[src/rkxy_pkg.sv]
package rkxy_pkg;

  // word format and field widths
  localparam int WORD_W     = 32;
  localparam int FRAC_W     = 16;
  localparam int STEP_W     = 16;
  localparam int H_W        = 31;
  localparam int MTH_W      = 2;
  localparam int CFG_IDX_W  = 2;
  localparam int CFG_DATA_W = 32;
  localparam int KIDX_W     = 2;
  localparam int PROD_W     = 2 * WORD_W;
  localparam int RND_W      = PROD_W - FRAC_W;

  // divide by six as multiply by reciprocal, then shift
  localparam int                DIV_SHIFT = 34;
  localparam logic [WORD_W-1:0] RECIP6    = 32'hAAAA_AAAB;

  // saturation limits
  localparam logic [WORD_W-1:0] WMAX = {1'b0, {(WORD_W-1){1'b1}}};
  localparam logic [WORD_W-1:0] WMIN = {1'b1, {(WORD_W-1){1'b0}}};

  // register reset values
  localparam logic [MTH_W-1:0]  METHOD_RST = 2'd2;
  localparam logic [H_W-1:0]    STEP_RST   = 31'd13107;
  localparam logic [WORD_W-1:0] END_RST    = 32'd65536;

  typedef enum logic [CFG_IDX_W-1:0] {
    REG_METHOD = 2'd0,
    REG_STEP   = 2'd1,
    REG_END    = 2'd2
  } cfg_reg_t;

  typedef enum logic [MTH_W-1:0] {
    MTH_EULER = 2'd0,
    MTH_HEUN  = 2'd1,
    MTH_RK4   = 2'd2
  } method_t;

  typedef enum logic {
    CMD_LOAD = 1'b0,
    CMD_STEP = 1'b1
  } cmd_t;

  typedef enum logic [3:0] {
    S_IDLE,
    S_SUM1,
    S_SUM2,
    S_MUL,
    S_RND,
    S_ACC,
    S_DMAG,
    S_DMUL,
    S_UPD
  } state_t;

  typedef enum logic [1:0] {
    KT_ZERO,
    KT_HALF,
    KT_FULL
  } kterm_t;

  typedef enum logic [1:0] {
    XS_X,
    XS_MID,
    XS_FULL
  } xsel_t;

  typedef enum logic [1:0] {
    ACC_HOLD,
    ACC_LOAD,
    ACC_DBL,
    ACC_ADD
  } acc_op_t;

  typedef enum logic {
    MUL_STEP,
    MUL_RECIP
  } mul_sel_t;

  typedef enum logic [1:0] {
    YS_FULL,
    YS_HALF,
    YS_DIV
  } ysel_t;

  // controller to datapath
  typedef struct packed {
    logic     accept;
    logic     ld_xmid;
    logic     ld_t;
    kterm_t   kterm;
    logic     ld_mag;
    logic     mag_acc;
    xsel_t    xsel;
    logic     ld_prod;
    mul_sel_t mul_sel;
    logic     ld_k;
    acc_op_t  acc_op;
    logic     upd;
    ysel_t    ysel;
  } dp_cmd_t;

  // datapath to controller
  typedef struct packed {
    logic    out_free;
    logic    step_go;
    method_t method;
  } dp_stat_t;

  // saturating signed add
  function automatic logic [WORD_W-1:0] sat_add(input logic [WORD_W-1:0] a,
                                                input logic [WORD_W-1:0] b);
    logic [WORD_W:0] s;
    s = {a[WORD_W-1], a} + {b[WORD_W-1], b};
    if (s[WORD_W] != s[WORD_W-1]) begin
      sat_add = s[WORD_W] ? WMIN : WMAX;
    end else begin
      sat_add = s[WORD_W-1:0];
    end
  endfunction

  // saturating doubling, same as sat_add(a, a)
  function automatic logic [WORD_W-1:0] sat_dbl(input logic [WORD_W-1:0] a);
    if (a[WORD_W-1] != a[WORD_W-2]) begin
      sat_dbl = a[WORD_W-1] ? WMIN : WMAX;
    end else begin
      sat_dbl = {a[WORD_W-2:0], 1'b0};
    end
  endfunction

  // halve rounding toward minus infinity
  function automatic logic [WORD_W-1:0] half_floor(input logic [WORD_W-1:0] a);
    half_floor = {a[WORD_W-1], a[WORD_W-1:1]};
  endfunction

endpackage

[src/rkxy_in_if.sv]
interface rkxy_in_if;
  logic                                valid;
  logic                                ready;
  logic                                command;
  logic signed [rkxy_pkg::WORD_W-1:0]  start_x;
  logic signed [rkxy_pkg::WORD_W-1:0]  start_y;

  modport source (output valid, command, start_x, start_y, input ready);
  modport sink   (input valid, command, start_x, start_y, output ready);
endinterface

[src/rkxy_out_if.sv]
interface rkxy_out_if;
  logic                                valid;
  logic                                ready;
  logic [rkxy_pkg::STEP_W-1:0]         step_index;
  logic signed [rkxy_pkg::WORD_W-1:0]  x_value;
  logic signed [rkxy_pkg::WORD_W-1:0]  y_value;
  logic signed [rkxy_pkg::WORD_W-1:0]  slope;
  logic                                done_res;

  modport source (output valid, step_index, x_value, y_value, slope, done_res, input ready);
  modport sink   (input valid, step_index, x_value, y_value, slope, done_res, output ready);
endinterface

[src/rkxy_ctrl.sv]
module rkxy_ctrl (
  input  logic               clk,
  input  logic               rst_n,
  input  logic               in_valid,
  output logic               in_ready,
  input  rkxy_pkg::dp_stat_t stat,
  output rkxy_pkg::dp_cmd_t  cmd
);
  import rkxy_pkg::*;

  state_t            state_r, state_nxt;
  logic [KIDX_W-1:0] kidx_r, kidx_nxt;
  logic              accept;
  logic              last_k;

  // handshake on the input side
  assign in_ready = (state_r == S_IDLE) && stat.out_free;
  assign accept   = in_valid && in_ready;

  // final slope evaluation of the selected method
  always_comb begin
    case (stat.method)
      MTH_EULER: last_k = (kidx_r == 2'd0);
      MTH_HEUN:  last_k = (kidx_r == 2'd1);
      default:   last_k = (kidx_r == 2'd3);
    endcase
  end

  // next state
  always_comb begin
    state_nxt = state_r;
    kidx_nxt  = kidx_r;
    unique case (state_r)
      S_IDLE: begin
        if (accept && stat.step_go) begin
          state_nxt = S_SUM1;
          kidx_nxt  = '0;
        end
      end
      S_SUM1: state_nxt = S_SUM2;
      S_SUM2: state_nxt = S_MUL;
      S_MUL:  state_nxt = S_RND;
      S_RND: begin
        if (last_k) begin
          state_nxt = S_ACC;
        end else begin
          state_nxt = S_SUM1;
          kidx_nxt  = kidx_r + 2'd1;
        end
      end
      S_ACC:  state_nxt = (stat.method == MTH_EULER || stat.method == MTH_HEUN) ? S_UPD : S_DMAG;
      S_DMAG: state_nxt = S_DMUL;
      S_DMUL: state_nxt = S_UPD;
      S_UPD:  state_nxt = S_IDLE;
      default: state_nxt = S_IDLE;
    endcase
  end

  // state registers
  always_ff @(posedge clk) begin
    if (!rst_n) begin
      state_r <= S_IDLE;
      kidx_r  <= '0;
    end else begin
      state_r <= state_nxt;
      kidx_r  <= kidx_nxt;
    end
  end

  // datapath commands
  always_comb begin
    cmd         = '0;
    cmd.kterm   = KT_ZERO;
    cmd.xsel    = XS_X;
    cmd.mul_sel = MUL_STEP;
    cmd.acc_op  = ACC_HOLD;
    cmd.ysel    = YS_FULL;
    unique case (state_r)
      S_IDLE: cmd.accept = accept;
      S_SUM1: begin
        cmd.ld_t    = 1'b1;
        cmd.ld_xmid = (kidx_r == 2'd0);
        if (kidx_r == 2'd0) begin
          cmd.kterm = KT_ZERO;
        end else if (stat.method == MTH_HEUN || kidx_r == 2'd3) begin
          cmd.kterm = KT_FULL;
        end else begin
          cmd.kterm = KT_HALF;
        end
        // fold the previous slope into the running sum
        if (kidx_r == 2'd1) begin
          cmd.acc_op = ACC_LOAD;
        end else if (kidx_r != 2'd0) begin
          cmd.acc_op = ACC_DBL;
        end
      end
      S_SUM2: begin
        cmd.ld_mag = 1'b1;
        if (kidx_r == 2'd0) begin
          cmd.xsel = XS_X;
        end else if (stat.method == MTH_HEUN || kidx_r == 2'd3) begin
          cmd.xsel = XS_FULL;
        end else begin
          cmd.xsel = XS_MID;
        end
      end
      S_MUL: cmd.ld_prod = 1'b1;
      S_RND: cmd.ld_k = 1'b1;
      S_ACC: cmd.acc_op = (stat.method == MTH_EULER) ? ACC_LOAD : ACC_ADD;
      S_DMAG: begin
        cmd.ld_mag  = 1'b1;
        cmd.mag_acc = 1'b1;
      end
      S_DMUL: begin
        cmd.ld_prod = 1'b1;
        cmd.mul_sel = MUL_RECIP;
      end
      S_UPD: begin
        cmd.upd = 1'b1;
        case (stat.method)
          MTH_EULER: cmd.ysel = YS_FULL;
          MTH_HEUN:  cmd.ysel = YS_HALF;
          default:   cmd.ysel = YS_DIV;
        endcase
      end
      default: cmd.accept = 1'b0;
    endcase
  end

  // slope evaluations follow one another in order
  a_kidx_step: assert property (@(posedge clk) disable iff (!rst_n)
    (state_r == S_RND && !last_k) |=>
      (state_r == S_SUM1 && kidx_r == $past(kidx_r) + 2'd1))
    else $error("slope index did not advance");

  // a load or a finished stepping leaves the block idle
  a_no_go_idle: assert property (@(posedge clk) disable iff (!rst_n)
    (cmd.accept && !stat.step_go) |=> state_r == S_IDLE)
    else $error("controller left idle without a step");

  // the divide only follows the final accumulation
  a_div_order: assert property (@(posedge clk) disable iff (!rst_n)
    ($past(rst_n) && state_r == S_DMAG) |-> $past(state_r) == S_ACC)
    else $error("divide started out of order");

endmodule

[src/rkxy_dp.sv]
module rkxy_dp (
  input  logic                              clk,
  input  logic                              rst_n,
  input  logic                              cfg_we,
  input  logic [rkxy_pkg::CFG_IDX_W-1:0]    cfg_index,
  input  logic [rkxy_pkg::CFG_DATA_W-1:0]   cfg_wdata,
  input  logic                              in_command,
  input  logic signed [rkxy_pkg::WORD_W-1:0] in_start_x,
  input  logic signed [rkxy_pkg::WORD_W-1:0] in_start_y,
  rkxy_out_if.source                        out_ch,
  input  rkxy_pkg::dp_cmd_t                 cmd,
  output rkxy_pkg::dp_stat_t                stat
);
  import rkxy_pkg::*;

  // configuration
  logic [MTH_W-1:0]         method_r;
  logic [H_W-1:0]           h_r;
  logic signed [WORD_W-1:0] end_x_r;

  // integration state
  logic signed [WORD_W-1:0] x_r;
  logic signed [WORD_W-1:0] y_r;
  logic [STEP_W-1:0]        cnt_r;

  // working registers
  logic [WORD_W-1:0] xm_r, xh_r, t_r, k_r, acc_r, mag_r;
  logic              neg_r;
  logic [PROD_W-1:0] prod_r;

  // report registers
  logic                     out_valid_r;
  logic [STEP_W-1:0]        out_idx_r;
  logic signed [WORD_W-1:0] out_x_r, out_y_r, out_slope_r;
  logic                     out_done_r;

  logic                     is_load;
  logic                     below_end;
  logic signed [WORD_W-1:0] rep_x, rep_y;
  logic [STEP_W-1:0]        rep_cnt;
  logic [WORD_W-1:0]        h_w, h_half;
  logic [WORD_W-1:0]        kterm_v, xsel_v, sum_v, mag_src, mul_a;
  logic [PROD_W-1:0]        prod_nxt, rnd_sum;
  logic [RND_W-1:0]         rnd_q, rnd_lim;
  logic [WORD_W-1:0]        sat_mag, k_nxt, q_mag, q_v, ysel_v;

  // configuration writes
  always_ff @(posedge clk) begin
    if (!rst_n) begin
      method_r <= METHOD_RST;
      h_r      <= STEP_RST;
      end_x_r  <= END_RST;
    end else if (cfg_we) begin
      unique case (cfg_index)
        REG_METHOD: method_r <= cfg_wdata[MTH_W-1:0];
        REG_STEP:   h_r      <= cfg_wdata[H_W-1:0];
        REG_END:    end_x_r  <= cfg_wdata[WORD_W-1:0];
        default:    method_r <= method_r;
      endcase
    end
  end

  // unused selector code runs classical fourth order
  assign stat.method = (method_r == MTH_EULER) ? MTH_EULER :
                       (method_r == MTH_HEUN)  ? MTH_HEUN  : MTH_RK4;

  // report of the point before any step
  assign is_load      = (in_command == CMD_LOAD);
  assign below_end    = (x_r < end_x_r);
  assign rep_x        = is_load ? in_start_x : x_r;
  assign rep_y        = is_load ? in_start_y : y_r;
  assign rep_cnt      = is_load ? '0 : cnt_r;
  assign stat.step_go = !is_load && below_end;
  assign stat.out_free = !out_valid_r || out_ch.ready;

  always_ff @(posedge clk) begin
    if (!rst_n) begin
      out_valid_r <= 1'b0;
    end else if (cmd.accept) begin
      out_valid_r <= 1'b1;
    end else if (out_ch.ready) begin
      out_valid_r <= 1'b0;
    end
  end

  always_ff @(posedge clk) begin
    if (cmd.accept) begin
      out_idx_r   <= rep_cnt;
      out_x_r     <= rep_x;
      out_y_r     <= rep_y;
      out_slope_r <= sat_add(rep_x, rep_y);
      out_done_r  <= !is_load && !below_end;
    end
  end

  assign out_ch.valid      = out_valid_r;
  assign out_ch.step_index = out_idx_r;
  assign out_ch.x_value    = out_x_r;
  assign out_ch.y_value    = out_y_r;
  assign out_ch.slope      = out_slope_r;
  assign out_ch.done_res   = out_done_r;

  // step size and half step as words
  assign h_w    = WORD_W'(h_r);
  assign h_half = WORD_W'(h_r >> 1);

  // slope argument: y plus scaled k, then x term
  always_comb begin
    case (cmd.kterm)
      KT_HALF: kterm_v = half_floor(k_r);
      KT_FULL: kterm_v = k_r;
      default: kterm_v = '0;
    endcase
    case (cmd.xsel)
      XS_MID:  xsel_v = xm_r;
      XS_FULL: xsel_v = xh_r;
      default: xsel_v = x_r;
    endcase
  end

  assign sum_v   = sat_add(xsel_v, t_r);
  assign mag_src = cmd.mag_acc ? acc_r : sum_v;

  // shared unsigned multiplier, magnitude times step or reciprocal
  assign mul_a    = (cmd.mul_sel == MUL_RECIP) ? RECIP6 : h_w;
  assign prod_nxt = mul_a * mag_r;

  // round half away from zero, saturate, restore sign
  assign rnd_sum = prod_r + (PROD_W'(1) << (FRAC_W - 1));
  assign rnd_q   = rnd_sum[PROD_W-1:FRAC_W];
  assign rnd_lim = neg_r ? RND_W'(WMIN) : RND_W'(WMAX);
  assign sat_mag = (rnd_q > rnd_lim) ? rnd_lim[WORD_W-1:0] : rnd_q[WORD_W-1:0];
  assign k_nxt   = neg_r ? -sat_mag : sat_mag;

  // quotient by six, truncated toward zero
  assign q_mag = WORD_W'(prod_r[PROD_W-1:DIV_SHIFT]);
  assign q_v   = neg_r ? -q_mag : q_mag;

  always_comb begin
    case (cmd.ysel)
      YS_HALF: ysel_v = half_floor(acc_r);
      YS_DIV:  ysel_v = q_v;
      default: ysel_v = acc_r;
    endcase
  end

  // working registers
  always_ff @(posedge clk) begin
    if (cmd.ld_xmid) begin
      xm_r <= sat_add(x_r, h_half);
      xh_r <= sat_add(x_r, h_w);
    end
    if (cmd.ld_t) begin
      t_r <= sat_add(y_r, kterm_v);
    end
    if (cmd.ld_mag) begin
      mag_r <= mag_src[WORD_W-1] ? -mag_src : mag_src;
      neg_r <= mag_src[WORD_W-1];
    end
    if (cmd.ld_prod) begin
      prod_r <= prod_nxt;
    end
    if (cmd.ld_k) begin
      k_r <= k_nxt;
    end
    case (cmd.acc_op)
      ACC_LOAD: acc_r <= k_r;
      ACC_DBL:  acc_r <= sat_add(acc_r, sat_dbl(k_r));
      ACC_ADD:  acc_r <= sat_add(acc_r, k_r);
      default:  acc_r <= acc_r;
    endcase
  end

  // current point and step counter
  always_ff @(posedge clk) begin
    if (!rst_n) begin
      x_r   <= '0;
      y_r   <= '0;
      cnt_r <= '0;
    end else if (cmd.accept && is_load) begin
      x_r   <= in_start_x;
      y_r   <= in_start_y;
      cnt_r <= '0;
    end else if (cmd.upd) begin
      x_r <= xh_r;
      y_r <= sat_add(y_r, ysel_v);
      if (cnt_r != {STEP_W{1'b1}}) begin
        cnt_r <= cnt_r + 1'b1;
      end
    end
  end

  // a report appears only for an accepted word
  a_out_from_accept: assert property (@(posedge clk) disable iff (!rst_n)
    ($past(rst_n) && $rose(out_valid_r)) |-> $past(cmd.accept))
    else $error("report without an accepted word");

  // the counter moves only on a load or a finished step
  a_cnt_source: assert property (@(posedge clk) disable iff (!rst_n)
    ($past(rst_n) && cnt_r != $past(cnt_r)) |-> ($past(cmd.upd) || $past(cmd.accept)))
    else $error("step counter changed unexpectedly");

  // a waiting report holds steady until it is taken
  a_out_hold: assert property (@(posedge clk) disable iff (!rst_n)
    (out_valid_r && !out_ch.ready) |=>
      (out_valid_r && $stable(out_x_r) && $stable(out_y_r)))
    else $error("waiting report changed");

endmodule

[src/runge_kutta_stepper_x_plus_y_core.sv]
// the report of a word is registered: it is valid in the cycle after the word is accepted
// a step word keeps the block busy, and no new word is taken until the step is applied
// (per slope: sum, multiply, round on the shared multiplier; then sum, and divide for RK4)
// a load word, or a step once x has reached end_x, is handled without leaving idle
// reset (synchronous, rst_n low) clears x, y and the step count, restores register defaults
module runge_kutta_stepper_x_plus_y_core (
  input  logic                            clk,
  input  logic                            rst_n,
  input  logic                            cfg_we,
  input  logic [rkxy_pkg::CFG_IDX_W-1:0]  cfg_index,
  input  logic [rkxy_pkg::CFG_DATA_W-1:0] cfg_wdata,
  rkxy_in_if.sink                         in_ch,
  rkxy_out_if.source                      out_ch
);
  import rkxy_pkg::*;

  dp_cmd_t  cmd;
  dp_stat_t stat;
  logic     in_ready;

  assign in_ch.ready = in_ready;

  // sequencer
  rkxy_ctrl u_ctrl (
    .clk      (clk),
    .rst_n    (rst_n),
    .in_valid (in_ch.valid),
    .in_ready (in_ready),
    .stat     (stat),
    .cmd      (cmd)
  );

  // arithmetic and state
  rkxy_dp u_dp (
    .clk        (clk),
    .rst_n      (rst_n),
    .cfg_we     (cfg_we),
    .cfg_index  (cfg_index),
    .cfg_wdata  (cfg_wdata),
    .in_command (in_ch.command),
    .in_start_x (in_ch.start_x),
    .in_start_y (in_ch.start_y),
    .out_ch     (out_ch),
    .cmd        (cmd),
    .stat       (stat)
  );

endmodule

[src/flat_wrapper.sv]
// flat-port wrapper written by rule: the top's interface ports become plain ports
module runge_kutta_stepper_x_plus_y_core_flat import rkxy_pkg::*;
  (clk, rst_n, cfg_we, cfg_index, cfg_wdata, in_ch_valid, in_ch_command, in_ch_start_x, in_ch_start_y, in_ch_ready, out_ch_valid, out_ch_step_index, out_ch_x_value, out_ch_y_value, out_ch_slope, out_ch_done_res, out_ch_ready);
  rkxy_in_if in_ch_i ();
  rkxy_out_if out_ch_i ();
  input  logic clk;
  input  logic rst_n;
  input  logic cfg_we;
  input  logic [rkxy_pkg::CFG_IDX_W-1:0] cfg_index;
  input  logic [rkxy_pkg::CFG_DATA_W-1:0] cfg_wdata;
  input wire logic [$bits(in_ch_i.valid)-1:0] in_ch_valid;
  input wire logic [$bits(in_ch_i.command)-1:0] in_ch_command;
  input wire logic [$bits(in_ch_i.start_x)-1:0] in_ch_start_x;
  input wire logic [$bits(in_ch_i.start_y)-1:0] in_ch_start_y;
  output wire logic [$bits(in_ch_i.ready)-1:0] in_ch_ready;
  output wire logic [$bits(out_ch_i.valid)-1:0] out_ch_valid;
  output wire logic [$bits(out_ch_i.step_index)-1:0] out_ch_step_index;
  output wire logic [$bits(out_ch_i.x_value)-1:0] out_ch_x_value;
  output wire logic [$bits(out_ch_i.y_value)-1:0] out_ch_y_value;
  output wire logic [$bits(out_ch_i.slope)-1:0] out_ch_slope;
  output wire logic [$bits(out_ch_i.done_res)-1:0] out_ch_done_res;
  input wire logic [$bits(out_ch_i.ready)-1:0] out_ch_ready;
  assign in_ch_i.valid = in_ch_valid;
  assign in_ch_i.command = in_ch_command;
  assign in_ch_i.start_x = in_ch_start_x;
  assign in_ch_i.start_y = in_ch_start_y;
  assign in_ch_ready = in_ch_i.ready;
  assign out_ch_valid = out_ch_i.valid;
  assign out_ch_step_index = out_ch_i.step_index;
  assign out_ch_x_value = out_ch_i.x_value;
  assign out_ch_y_value = out_ch_i.y_value;
  assign out_ch_slope = out_ch_i.slope;
  assign out_ch_done_res = out_ch_i.done_res;
  assign out_ch_i.ready = out_ch_ready;
  runge_kutta_stepper_x_plus_y_core u_core (.clk(clk), .rst_n(rst_n), .cfg_we(cfg_we), .cfg_index(cfg_index), .cfg_wdata(cfg_wdata), .in_ch(in_ch_i), .out_ch(out_ch_i));
endmodule
[config.mk]
export PLATFORM = sky130hd
export DESIGN_NAME = runge_kutta_stepper_x_plus_y_core_flat
export DESIGN_NICKNAME = d
export VERILOG_FILES = /design/src/rkxy_pkg.sv /design/src/rkxy_in_if.sv /design/src/rkxy_out_if.sv /design/src/rkxy_ctrl.sv /design/src/rkxy_dp.sv /design/src/runge_kutta_stepper_x_plus_y_core.sv /design/src/flat_wrapper.sv
export SDC_FILE = /design/constraint.sdc
export NUM_CORES = 2
export LEC_CHECK = 0
export BUFFER_PORTS_ARGS = -buffer_cell sky130_fd_sc_hd__buf_2
export CAP_MARGIN = 30
export CORE_ASPECT_RATIO = 1.1
export CORE_MARGIN = 5
export CORE_UTILIZATION = 55
export CTS_BUF_LIST = sky130_fd_sc_hd__clkbuf_8
export CTS_CLUSTER_SIZE = 20
export DETAILED_ROUTE_END_ITERATION = 12
export GPL_ROUTABILITY_DRIVEN = 0
export PLACE_DENSITY = 0.72
export SYNTH_ARGS = -nofsm -noshare
export SYNTH_HDL_FRONTEND = slang
export SYNTH_SLANG_ARGS = --single-unit
[constraint.sdc]
create_clock -name clk -period 25.8 [get_ports clk]
set_input_delay 2.58 -clock clk [delete_from_list [all_inputs] [get_ports clk]]
set_output_delay 2.58 -clock clk [all_outputs]
set_load 0.03 [all_outputs]
==> flow_summary_export.csv <==
group,metric,value,unit
outcome,outcome,"completed",
setup_path,endpoint_kind,"register",
yosys,synth_flop_cell,"edfxtp_1",
yosys,yosysTopAreaCell,"fa_1",
yosys,netlist-cell-type-count,97,
final_layout,register_area,0.0137,sq mm
route,drcViolationCount,0,
floorplan,initial_core_util,55.4,%
yosys,ys_seq_area_share,18.9,%
floorplan,fp.dieArea,0.139,sq mm
route,wire_per_inst,24.1,um
placement,dpl.hpwl,182000,um
yosys,postSynth.asyncResetShare,0,%
yosys,synth_most_common_cell,"inv_1",
timing,final_hold_viol_count,0,
yosys,synth_area,0.0724,sq mm
setup_path,worst_ep_required_time,26300,ps
setup_path,crit_top_cell,"fa_1",
clock_tree,root_buffer,"clkbuf_8",
pwr,power-per-cell-area,85.7,mW/mm^2
setup_path,timing.rr.start,"u_core.u_ctrl.state_r[3]",
route,drt-total-wl,240000,um
floorplan,die_w,356,um
final_layout,nets,9710,
global_routing,overflow,0,
route,drt_iter0_markers,6782,
setup_path,path_max_fanout,208,
min_path,hp-start,"u_core.u_dp.end_x_r[3]",
yosys,ys_ff_latch,507,
floorplan,rows,139,
placement,portBuffers,218,
clock_tree,ctsHoldBuffers,0,
setup_path,reg2reg_depth,31,
clock_tree,postCtsResizedCells,0,
setup_path,critPathKind,"reg -> reg",
job,max_cap_viol_count,0,
timing,setup_tns,0,ps
min_path,hold_depth,2,
timing,relSlewSlack,18.9,%
floorplan,core,0.131,sq mm
yosys,netlist_instances,8127,
min_path,hold_class,"reg -> reg",
floorplan,io_pins,219,
global_routing,grt_pass1_vias,61932,
clock_tree,htree_levels,3,
yosys,syn_area_per_cell,8.91,sq um
global_routing,track_usage,34.0,%
setup_path,cpPeakStageDelay,610,ps
route,vias,62750,
setup_path,crit_path_top_delay_cell,"buf_12",
clock_tree,cts_buffers,88,
pwr,peakVddDrop,0.269,mV
timing,worst_slew_pin_slew,1190,ps
final_layout,drive_gt1_share,7.30,%
setup_path,arrival,11310,ps
final_layout,fill_cells,11195,
yosys,syn_nets,9730,
floorplan,die_h,390,um
route,dr.pass1.iters,6,
route,avgViaCountPerCell,6.30,
clock_tree,clkTransAtPathRegs,60,ps
final_layout,multi_input_area,0.0531,sq mm
route,ant_nets,0,
global_routing,grt_pass1_wl,365000,um
clock_tree,clkSinkCount,507,
yosys,synth_top_cells_by_count,"1062 x inv_1, 903 x fa_1, 902 x nand2_1",
global_routing,antenna_found_initial,24,
timing,min_period_over_period,41.9,%
clock_tree,clk_latency,830,ps
pwr,leakage,35.9,nW
timing,setup_viol,0,
pwr,p_total,0.00658,W
clock_tree,post_cts_buffers,0,
final_layout,regMostFlops,"u_core.u_dp.prod_r",
timing,slew_viol_final,0,
timing,grt_setup_unrepaired,"no",
yosys,synth_top_area_share,25.0,%
setup_path,critPathLaunch,"u_core.u_ctrl.state_r[3]",
clock_tree,cts_tree,"yes",
timing,fmax,0.0925,GHz
timing,fin_skew,75.4,ps
timing,period_minus_slack,10810,ps
yosys,yosysWarnings,0,
final_layout,syn_to_final_growth,6.13,%
global_routing,grt_max_degree,209,
yosys,ys_top_cells_by_area,"fa_1 25%, edfxtp_1 15%, ha_1 10%",
final_layout,largest_reg_flops,49,
yosys,synth_enable_flop_cells,355,
clock_tree,clock_path_buffers,3,
setup_path,crit_path_start_kind,"register",
-- final cells by class --
type                            instances  area share (%)
Multi-Input combinational cell       6110            69.1
Sequential cell                       507            17.8
Inverter                             1065            5.21
Tap cell                             1762            2.87
Timing Repair Buffer                  335            2.61
Clock buffer                           96            1.72
Clock inverter                         65           0.565
Antenna cell                           27          0.0879
-- per-stage QoR --
step	setup slack, ps	hold slack, ps	instance area [sq um]	cells	utilization (%)
floorplan	15560	443	72400	8127	-
CTS	15180	469	76700	9939	58.8
global placement	15120	454	74900	9772	57.4
finish	14990	468	76800	9967	58.8
global route	14610	494	76800	9953	58.8
detailed placement	15230	461	75000	9778	57.4
-- cell families (layout without fill, tap and decap cells) --
group                      Yosys count  count (layout)  share of synthesized area, %
xor gates and xnor gates           341             341                          4.13
AOI/OAI and AO/OA                 1662            1662                          15.0
adders and majority gates         1514            1514                          35.5
and+or+nand+nor                   2509            2509                          17.4
DFF                                507             507                          18.9
buffers and inverters             1510            1561                          7.86
other                                0              27                             0
muxes                               84              84                          1.27
-- power breakdown --
group          internal (W)  leakage [nW]  switching [W]
clock network      0.000373          1.00       0.000392
logic               0.00159          30.3        0.00305
registers           0.00113          4.55      0.0000572
-- critical path: cells and delay by family (launching register included) --
| kind | cells | cell delay, ps |
|---|---|---|
| flops | 1 | 540 |
| simple gates | 4 | 730 |
| compound gates | 9 | 2210 |
| buf+inv | 8 | 2340 |
| xor+xnor | 1 | 140 |
| fa+ha+maj | 9 | 4360 |
-- metal layers --
| metal | GRT usage [%] | vias up | part of all wire [%] |
|---|---|---|---|
| li1 | - | 27383 | - |
| met3 | 7.78 | 880 | 12 |
| met4 | 19.6 | 4 | 6.9 |
| met1 | 44.6 | 30703 | 38 |
| met5 | 0.759 | - | 0.067 |
| met2 | 51.9 | 3780 | 44 |
-- final timing paths --
check	end	slack, ps
setup / recovery	u_core.u_dp.prod_r[59]	14990
hold / removal	u_core.u_dp.end_x_r[3]	470
setup reg to reg	u_core.u_dp.prod_r[59]	14990
hold reg to reg	u_core.u_dp.end_x_r[3]	470
-- placed cells by master, fill, tap and decap left out, types with 73 or more instances in the layout --
master    count
a21boi_0     91
a21o_1      196
a21oi_1     386
a22oi_1     120
and2_1      391
and3_1      329
buf_2       218
buf_4       113
clkbuf_8     96
dfxtp_1     152
edfxtp_1    355
fa_1        903
ha_1        596
inv_1      1087
nand2_1     902
nand2b_1     73
nand3_1     136
nor2_1      291
nor3_1       90
o21ai_0     352
xnor2_1     225
xor2_1      114
(Power assumes the default switching activity.)
